## src/comrt_pkg.sv

```systemverilog
`default_nettype none

package comrt_pkg;

  localparam int TimeW     = 64;
  localparam int NowW      = 63;
  localparam int AluW      = 66;
  localparam int InDataW   = 384;
  localparam int InUserW   = 1;
  localparam int OutDataW  = 136;

  localparam logic CmdSync  = 1'b0;
  localparam logic CmdQuery = 1'b1;

  typedef enum logic [3:0] {
    StIdle,
    StProc,
    StRt,
    StNet,
    StOffA,
    StOffB,
    StOffC,
    StOffD,
    StWrite,
    StScan,
    StQryA,
    StQryB,
    StDone
  } state_e;

endpackage

`default_nettype wire

```

## src/clock_offset_min_rtt_tracker_unit.sv

```systemverilog
// Channel  | Direction | tdata (lowest bit up)                           | tuser
// s_axis   | in        | t1 64, t2 64, t3 64, t4 64, frame 64, now 63, 0 | command
// m_axis   | out       | accepted 1, synced 1, offset 64, age 63, 0      | -
//
// A sync request ends with a scan over every filled window entry; a rejected sync
// request and a query end without one.
// Every step goes through the one 66-bit adder, and the scan reads one window entry
// per cycle from the window memory. After reset the window is empty and unsynchronised.
// A finished result waits in the output register, and a new request is taken meanwhile.
`default_nettype none

module clock_offset_min_rtt_tracker_unit
  import comrt_pkg::*;
#(
  parameter int WINDOW_DEPTH = 8
) (
  input  wire logic                clk_i,
  input  wire logic                rst_ni,
  input  wire logic                s_axis_tvalid_i,
  output logic                     s_axis_tready_o,
  // client_send_time, host_receive_time, host_send_time, client_receive_time,
  // frame_host_time, client_now, zero pad.
  input  wire logic [InDataW-1:0]  s_axis_tdata_i,
  // command.
  input  wire logic [InUserW-1:0]  s_axis_tuser_i,
  output logic                     m_axis_tvalid_o,
  input  wire logic                m_axis_tready_i,
  // sample_accepted, is_synchronized, current_offset, age, zero pad.
  output logic [OutDataW-1:0]      m_axis_tdata_o
);

  localparam int IdxW = (WINDOW_DEPTH > 1) ? $clog2(WINDOW_DEPTH) : 1;
  localparam int CntW = $clog2(WINDOW_DEPTH + 1);
  localparam int SumW = CntW + 1;
  localparam logic [SumW-1:0] DepthS = SumW'(WINDOW_DEPTH);
  localparam logic [CntW-1:0] DepthC = CntW'(WINDOW_DEPTH);

  function automatic logic [IdxW-1:0] wrap_idx(input logic [IdxW-1:0] base,
                                               input logic [CntW-1:0] step);
    logic [SumW-1:0] s;
    s = SumW'(base) + SumW'(step);
    if (s >= DepthS) begin
      s = s - DepthS;
    end
    return s[IdxW-1:0];
  endfunction

  state_e state_q, state_d;

  logic             cmd_q;
  logic [TimeW-1:0] t1_q, t2_q, t3_q, t4_q, ts_q;
  logic [NowW-1:0]  now_q;
  logic [TimeW-1:0] proc_q, rt_q;
  logic [AluW-1:0]  acc_q;
  logic [NowW-1:0]  age_q;
  logic             accepted_q;
  logic [TimeW-1:0] best_rt_q, best_off_q;
  logic [CntW-1:0]  cnt_q;
  logic             rvalid_q, rfirst_q;
  logic [TimeW-1:0] chosen_q;
  logic             synced_q;
  logic [IdxW-1:0]  oldest_q;
  logic [CntW-1:0]  filled_q;
  logic             out_valid_q;
  logic [OutDataW-1:0] out_data_q;

  logic [TimeW-1:0] mem_rt [WINDOW_DEPTH];
  logic [TimeW-1:0] mem_off [WINDOW_DEPTH];
  logic [TimeW-1:0] rd_rt_q, rd_off_q;

  logic [AluW-1:0]  alu_a, alu_b, alu_res;
  logic             alu_inv, alu_cin, alu_neg;
  logic             in_fire, out_free, stamp_big, scan_last, take, query_skip;
  logic             mem_we, mem_re;
  logic [IdxW-1:0]  wr_slot, rd_addr;
  logic [NowW-1:0]  age_clamp;

  assign alu_res = alu_a + (alu_b ^ {AluW{alu_inv}}) + AluW'(alu_cin);
  assign alu_neg = alu_res[AluW-1];

  assign in_fire    = s_axis_tvalid_i & s_axis_tready_o;
  assign out_free   = ~out_valid_q | m_axis_tready_i;
  assign stamp_big  = t1_q[TimeW-1] | t2_q[TimeW-1] | t3_q[TimeW-1] | t4_q[TimeW-1];
  assign scan_last  = (cnt_q == filled_q);
  assign take       = rfirst_q | alu_neg;
  assign query_skip = ts_q[TimeW-1] | ~synced_q;
  assign wr_slot    = (filled_q != DepthC) ? wrap_idx(oldest_q, filled_q) : oldest_q;
  assign rd_addr    = wrap_idx(oldest_q, cnt_q);

  always_comb begin
    if (alu_neg || (alu_res == '0)) begin
      age_clamp = '0;
    end else if (alu_res[AluW-2:NowW] != '0) begin
      age_clamp = '1;
    end else begin
      age_clamp = alu_res[NowW-1:0];
    end
  end

  always_comb begin
    state_d = state_q;
    case (state_q)
      StIdle: begin
        if (in_fire) begin
          state_d = (s_axis_tuser_i[0] == CmdQuery) ? StQryA : StProc;
        end
      end
      StProc:  state_d = alu_neg ? StDone : StRt;
      StRt:    state_d = alu_neg ? StDone : StNet;
      StNet:   state_d = (alu_neg || stamp_big) ? StDone : StOffA;
      StOffA:  state_d = StOffB;
      StOffB:  state_d = StOffC;
      StOffC:  state_d = StOffD;
      StOffD:  state_d = StWrite;
      StWrite: state_d = StScan;
      StScan:  state_d = scan_last ? StDone : StScan;
      StQryA:  state_d = query_skip ? StDone : StQryB;
      StQryB:  state_d = StDone;
      StDone:  state_d = out_free ? StIdle : StDone;
      default: state_d = StIdle;
    endcase
  end

  always_comb begin
    alu_a           = '0;
    alu_b           = '0;
    alu_inv         = 1'b0;
    alu_cin         = 1'b0;
    mem_we          = 1'b0;
    mem_re          = 1'b0;
    s_axis_tready_o = 1'b0;
    case (state_q)
      StIdle: s_axis_tready_o = 1'b1;
      StProc: begin
        alu_a   = {2'b00, t3_q};
        alu_b   = {2'b00, t2_q};
        alu_inv = 1'b1;
        alu_cin = 1'b1;
      end
      StRt: begin
        alu_a   = {2'b00, t4_q};
        alu_b   = {2'b00, t1_q};
        alu_inv = 1'b1;
        alu_cin = 1'b1;
      end
      StNet: begin
        alu_a   = {2'b00, rt_q};
        alu_b   = {2'b00, proc_q};
        alu_inv = 1'b1;
        alu_cin = 1'b1;
      end
      StOffA: begin
        alu_a = {2'b00, t2_q};
        alu_b = {2'b00, t3_q};
      end
      StOffB: begin
        alu_a   = acc_q;
        alu_b   = {2'b00, t1_q};
        alu_inv = 1'b1;
        alu_cin = 1'b1;
      end
      StOffC: begin
        alu_a   = acc_q;
        alu_b   = {2'b00, t4_q};
        alu_inv = 1'b1;
        alu_cin = 1'b1;
      end
      StOffD: begin
        alu_a   = acc_q;
        alu_cin = acc_q[AluW-1];
      end
      StWrite: mem_we = 1'b1;
      StScan: begin
        alu_a   = {2'b00, rd_rt_q};
        alu_b   = {2'b00, best_rt_q};
        alu_inv = 1'b1;
        alu_cin = 1'b1;
        mem_re  = ~scan_last;
      end
      StQryA: begin
        alu_a = {3'b000, now_q};
        alu_b = {{2{chosen_q[TimeW-1]}}, chosen_q};
      end
      StQryB: begin
        alu_a   = acc_q;
        alu_b   = {2'b00, ts_q};
        alu_inv = 1'b1;
        alu_cin = 1'b1;
      end
      StDone: ;
      default: ;
    endcase
  end

  always_ff @(posedge clk_i or negedge rst_ni) begin
    if (!rst_ni) begin
      state_q     <= StIdle;
      oldest_q    <= '0;
      filled_q    <= '0;
      chosen_q    <= '0;
      synced_q    <= 1'b0;
      out_valid_q <= 1'b0;
      cnt_q       <= '0;
      rvalid_q    <= 1'b0;
      rfirst_q    <= 1'b0;
    end else begin
      state_q <= state_d;
      if (state_q == StWrite) begin
        if (filled_q != DepthC) begin
          filled_q <= filled_q + CntW'(1);
        end else begin
          oldest_q <= wrap_idx(oldest_q, CntW'(1));
        end
        cnt_q    <= '0;
        rvalid_q <= 1'b0;
        rfirst_q <= 1'b0;
      end
      if (state_q == StScan) begin
        rvalid_q <= ~scan_last;
        rfirst_q <= ~scan_last && (cnt_q == '0);
        if (!scan_last) begin
          cnt_q <= cnt_q + CntW'(1);
        end else begin
          chosen_q <= take ? rd_off_q : best_off_q;
          synced_q <= 1'b1;
        end
      end
      if ((state_q == StDone) && out_free) begin
        out_valid_q <= 1'b1;
      end else if (m_axis_tready_i) begin
        out_valid_q <= 1'b0;
      end
    end
  end

  always_ff @(posedge clk_i) begin
    if (in_fire) begin
      cmd_q      <= s_axis_tuser_i[0];
      t1_q       <= s_axis_tdata_i[63:0];
      t2_q       <= s_axis_tdata_i[127:64];
      t3_q       <= s_axis_tdata_i[191:128];
      t4_q       <= s_axis_tdata_i[255:192];
      ts_q       <= s_axis_tdata_i[319:256];
      now_q      <= s_axis_tdata_i[382:320];
      age_q      <= '0;
      accepted_q <= 1'b0;
    end
    case (state_q)
      StProc: proc_q <= alu_res[TimeW-1:0];
      StRt:   rt_q   <= alu_res[TimeW-1:0];
      StNet:  rt_q   <= alu_res[TimeW-1:0];
      StOffA, StOffB, StOffC, StOffD: acc_q <= alu_res;
      StScan: begin
        if (rvalid_q && take) begin
          best_rt_q  <= rd_rt_q;
          best_off_q <= rd_off_q;
        end
        if (scan_last) begin
          accepted_q <= (cmd_q == CmdSync);
        end
      end
      StQryA: acc_q <= alu_res;
      StQryB: age_q <= age_clamp;
      default: ;
    endcase
    if ((state_q == StDone) && out_free) begin
      out_data_q <= {7'b0, age_q, chosen_q, synced_q, accepted_q};
    end
  end

  always_ff @(posedge clk_i) begin
    if (mem_we) begin
      mem_rt[wr_slot]  <= rt_q;
      mem_off[wr_slot] <= acc_q[TimeW:1];
    end
    if (mem_re) begin
      rd_rt_q  <= mem_rt[rd_addr];
      rd_off_q <= mem_off[rd_addr];
    end
  end

  assign m_axis_tvalid_o = out_valid_q;
  assign m_axis_tdata_o  = out_data_q;

endmodule

`default_nettype wire

```

## config.mk

```make
export PLATFORM = sky130hd
export DESIGN_NAME = clock_offset_min_rtt_tracker_unit
export DESIGN_NICKNAME = d
export VERILOG_FILES = /design/src/comrt_pkg.sv /design/src/clock_offset_min_rtt_tracker_unit.sv
export SDC_FILE = /design/constraint.sdc
export NUM_CORES = 2
export LEC_CHECK = 0
export ABC_AREA = 1
export BUFFER_PORTS_ARGS = -buffer_cell sky130_fd_sc_hd__buf_2
export CAP_MARGIN = 20
export CORE_MARGIN = 1.5
export CORE_UTILIZATION = 41
export CTS_BUF_LIST = sky130_fd_sc_hd__clkbuf_2 sky130_fd_sc_hd__clkbuf_4 sky130_fd_sc_hd__clkbuf_8
export CTS_CLUSTER_DIAMETER = 200
export DETAILED_ROUTE_END_ITERATION = 12
export GPL_TIMING_DRIVEN = 0
export PLACE_DENSITY = 0.64
export SYNTH_ARGS = -nofsm -noshare
export SYNTH_HDL_FRONTEND = slang
export SYNTH_SLANG_ARGS = --single-unit
```

## constraint.sdc

```tcl
create_clock -name clk_i -period 48.7 [get_ports clk_i]
set_input_delay 7.305 -clock clk_i [delete_from_list [all_inputs] [get_ports clk_i]]
set_output_delay 7.305 -clock clk_i [all_outputs]
set_load 0.005 [all_outputs]
```

==> results <==
- The flow ran to the end, and the final reports show no timing, DRC or antenna violations.
- After detailed routing, the average wire length per cell comes to 33.3 microns.
- The count of buffer and inverter cells on the critical path is 2.
- The post-route DRC violation count is 0.
- The post-synthesis sequential area ratio is 71.6%.
- The total clock buffers created by CTS is 363.
- The first global-routing pass estimated 505 mm of wire.
- The number of sinks driven by the clock tree is 2,134.
- Setup repair after global routing left no endpoint under its margin.
- At the end of routability-driven placement, the weighted congestion stood at 1.04.
- The clock arrives with 0.134 ns of skew.
- The synthesis-to-finish area growth is 18.2%.
- The number of hold-slack violations in the final timing report is 0.
- The total number of vias is 66,458.
- The final total negative setup slack is 0 ns.
- The number of slew-limit violations in the final report was 0.
- The wire-length estimate of the detail-placed layout is 288 mm.
- The critical path goes through nor2_2 > clkinv_1 > nor2_1 > buf_2.
- The cell family contributing the most delay on the critical path is simple AND/OR/NAND/NOR gates.
- The longest clock path from root to sink contains 4 buffers.
- The pre-antenna-repair detailed-routing pass consisted of 9 iterations.
- At the worst endpoint, the required time is 41.40 ns.
- The gate count after technology mapping is 7,323.
- The clock tree from TritonCTS is done.
- The number of DRC markers after the initial detailed-route iteration is 10,945.
- The remaining antenna violation count is 0.
- The largest net degree at the start of global routing is 66.
- The synthesized area divided by synthesized cell count is 12.1 sq um.
- The standard-cell row count is 170.
- The initial antenna violation count is 47.
- The critical path class is reg2out.
- The count of state elements after synthesis is 2,134.
- The most common flop cell mapped by yosys is edfxtp_1.
- Leaving out fill and tap cells, the most frequent cells in the layout are 2,050 x edfxtp_1, 1,365 x nand2_1, 988 x inv_1.
- The library cell used most frequently in the layout, excluding fill and tap cells, is edfxtp_1.
- The fmax is 0.0983 GHz.
- For this design, the slowest cell found on the critical path is dfrtp_1.
- 527 I/O pins were placed.
- The fill cell instance count of the final layout is 19,069.
- The global routing usage summed across all routing layers is 34.3%.
- Counting flops with a built-in enable in the synthesized netlist gives 2,050.
- Of the cells placed in the final design, the portion with a size suffix greater than 1 is 15.7%.
- The actual transition at the worst max-transition pin is 1.37 ns.
- The worst path uses 20.9% of the clock period.
- The total of cells resized after clock tree synthesis is 0.
- STA classifies the critical path startpoint as a flop.
- The buffer count from post-CTS setup fixing is 0.
- In this run the standard cell core region covers 0.215 sq mm.
- The clock transition at the registers of the reported paths is 0.07 ns.
- The headroom to the max-slew limit is 7.87%.
- Max-cap violations in this run came to 0.
- On the worst path, the slowest cell contributes a delay of 0.43 ns.
- In this run the worst path has a maximum fanout of 6.
- The final critical path time including I/O delays and setup is 10.17 ns.
- The residual overflow from global routing is 0.
- The worst hold path belongs to the class reg2reg.
- The unique cell type count in the Yosys netlist is 51.
- Using the TritonRoute via totals, the vias-per-cell ratio works out to 5.78.
- During placement, the flow inserted port buffers numbering 518.
- The startpoint of the most critical setup path is state_q[2]$_DFFE_PN0P_.
- The floorplan die width is 469 microns.
- At the worst endpoint, the arrival time is 2.87 ns.
- The routed design has 383 mm of wire.
- The number of hold buffers added after CTS was 0.
- The worst setup path is captured at an output pin.
- The initial utilization of the core area, before any placement, comes to 41.4%.
- For the worst-skew pair, the clock arrives at the later sink with an insertion delay of 1.14 ns.
- The die is 469 microns tall.
- For this run, asynchronously set or reset flops after synthesis account for 3.89%.
- The CTS root buffer is clkbuf_8.
- The number of global-route vias before repair is 62,071.
- The die outline area is 0.220 sq mm.
- The H-tree was split into 5 levels.
- The netlist area before placement is 0.0889 sq mm.
- Setup violations remaining at the end of the flow were counted as 0.
- Yosys printed 0 warnings.
- The startpoint of the worst register-to-register path is state_q[1]$_DFFE_PN0P_.
- The start point of the worst min-delay path is age_q[62]$_SDFFCE_PP0P_.
- The final layout net count is 8,829.
## metal layers
layer	routed length (microns)	vias up	global-route usage [%]
met4	28500	16	22.1
met2	164000	4928	50.1
met1	143000	32552	44.7
li1	-	27879	-
met5	233	-	0
met3	47600	1083	9.87
## worst reg2reg max path, delay by kind of cell (launching register included)
kind            cells  cell delay (ns)
xor+xnor            1             0.12
simple gates       14             3.67
flops               1             0.46
fa+ha+maj           1             0.43
buf+inv            11             3.62
compound gates      3             0.69
## cells in the mapped netlist (15+ instances only)
master,n,area (sq um)
a21oi_1,337,1690
a221oi_1,116,1020
a22o_1,24,210
a22oi_1,82,616
a31oi_1,128,801
buf_1,40,150
clkbuf_1,269,1010
dfrtp_1,83,2080
edfxtp_1,2050,61600
ha_1,71,888
inv_1,989,3710
mux2i_1,129,1290
nand2_1,1366,5130
nand3_1,114,571
nand3b_1,15,113
nand4_1,70,438
nor2_1,517,1940
nor3_1,20,100
o2111ai_1,45,394
o211ai_1,137,1030
o21ai_0,491,2460
o21ai_1,44,220
xor2_1,74,648
## final cells by class
type | instances | area (sq um) | area share, %
Antenna cell | 26 | 65.1 | 0.0619
Buffer | 340 | 1470 | 1.39
Clock buffer | 480 | 5970 | 5.68
Clock inverter | 152 | 1040 | 0.990
Inverter | 999 | 3760 | 3.57
Multi-Input combinational cell | 3856 | 20300 | 19.3
Sequential cell | 2134 | 63700 | 60.6
Tap cell | 2838 | 3550 | 3.38
Timing Repair Buffer | 671 | 5330 | 5.07
## path summary, 6_finish.rpt
path,slack (ns),cells past startpoint,endpoint
worst max-delay path,38.53,4,s_axis_tready_o
worst min-delay path,0.36,0,m_axis_tdata_o[128]$_DFFE_PP_
worst max register to register,39.07,30,best_rt_q[40]$_DFFE_PP_
worst min register to register,0.36,0,m_axis_tdata_o[128]$_DFFE_PP_
max in group asynchronous,41.81,2,chosen_q[58]$_DFFE_PN0P_
min in group asynchronous,6.21,1,chosen_q[20]$_DFFE_PN0P_
## state kept, by name, summed over array words and instances, names as in the netlist, 66 cells and up
register        flops
m_axis_tdata_o    129
acc_q              66
mem_off           512
mem_rt            512
## per-stage QoR
stage | utilization [%] | hold WS [ns] | area, sq um | setup WS (ns) | instances
after floorplan | - | 0.400 | 89000 | 24.42 | 7329
after global placement | 44.2 | 0.404 | 95100 | 16.89 | 10685
after detailed placement | 45.5 | 0.405 | 97900 | 39.00 | 10830
after CTS | 48.8 | 0.345 | 105000 | 38.56 | 11462
after global routing | 48.9 | 0.351 | 105000 | 38.49 | 11477
final | 48.9 | 0.358 | 105000 | 38.53 | 11496
## logic make-up after synthesis
family	share of synthesized area [%]
AND/OR/NAND/NOR	9.54
XOR/XNOR	0.796
other	0.00422
flip-flops	71.6
adder cells (fa/ha/maj)	1.09
buffers and inverters	5.79
multiplexers	1.45
AO/OA/AOI/OAI	9.76
Power is left out: the tool's default activity adds up to more than one toggle a clock period on the data nets, which glitch-free logic cannot reach.
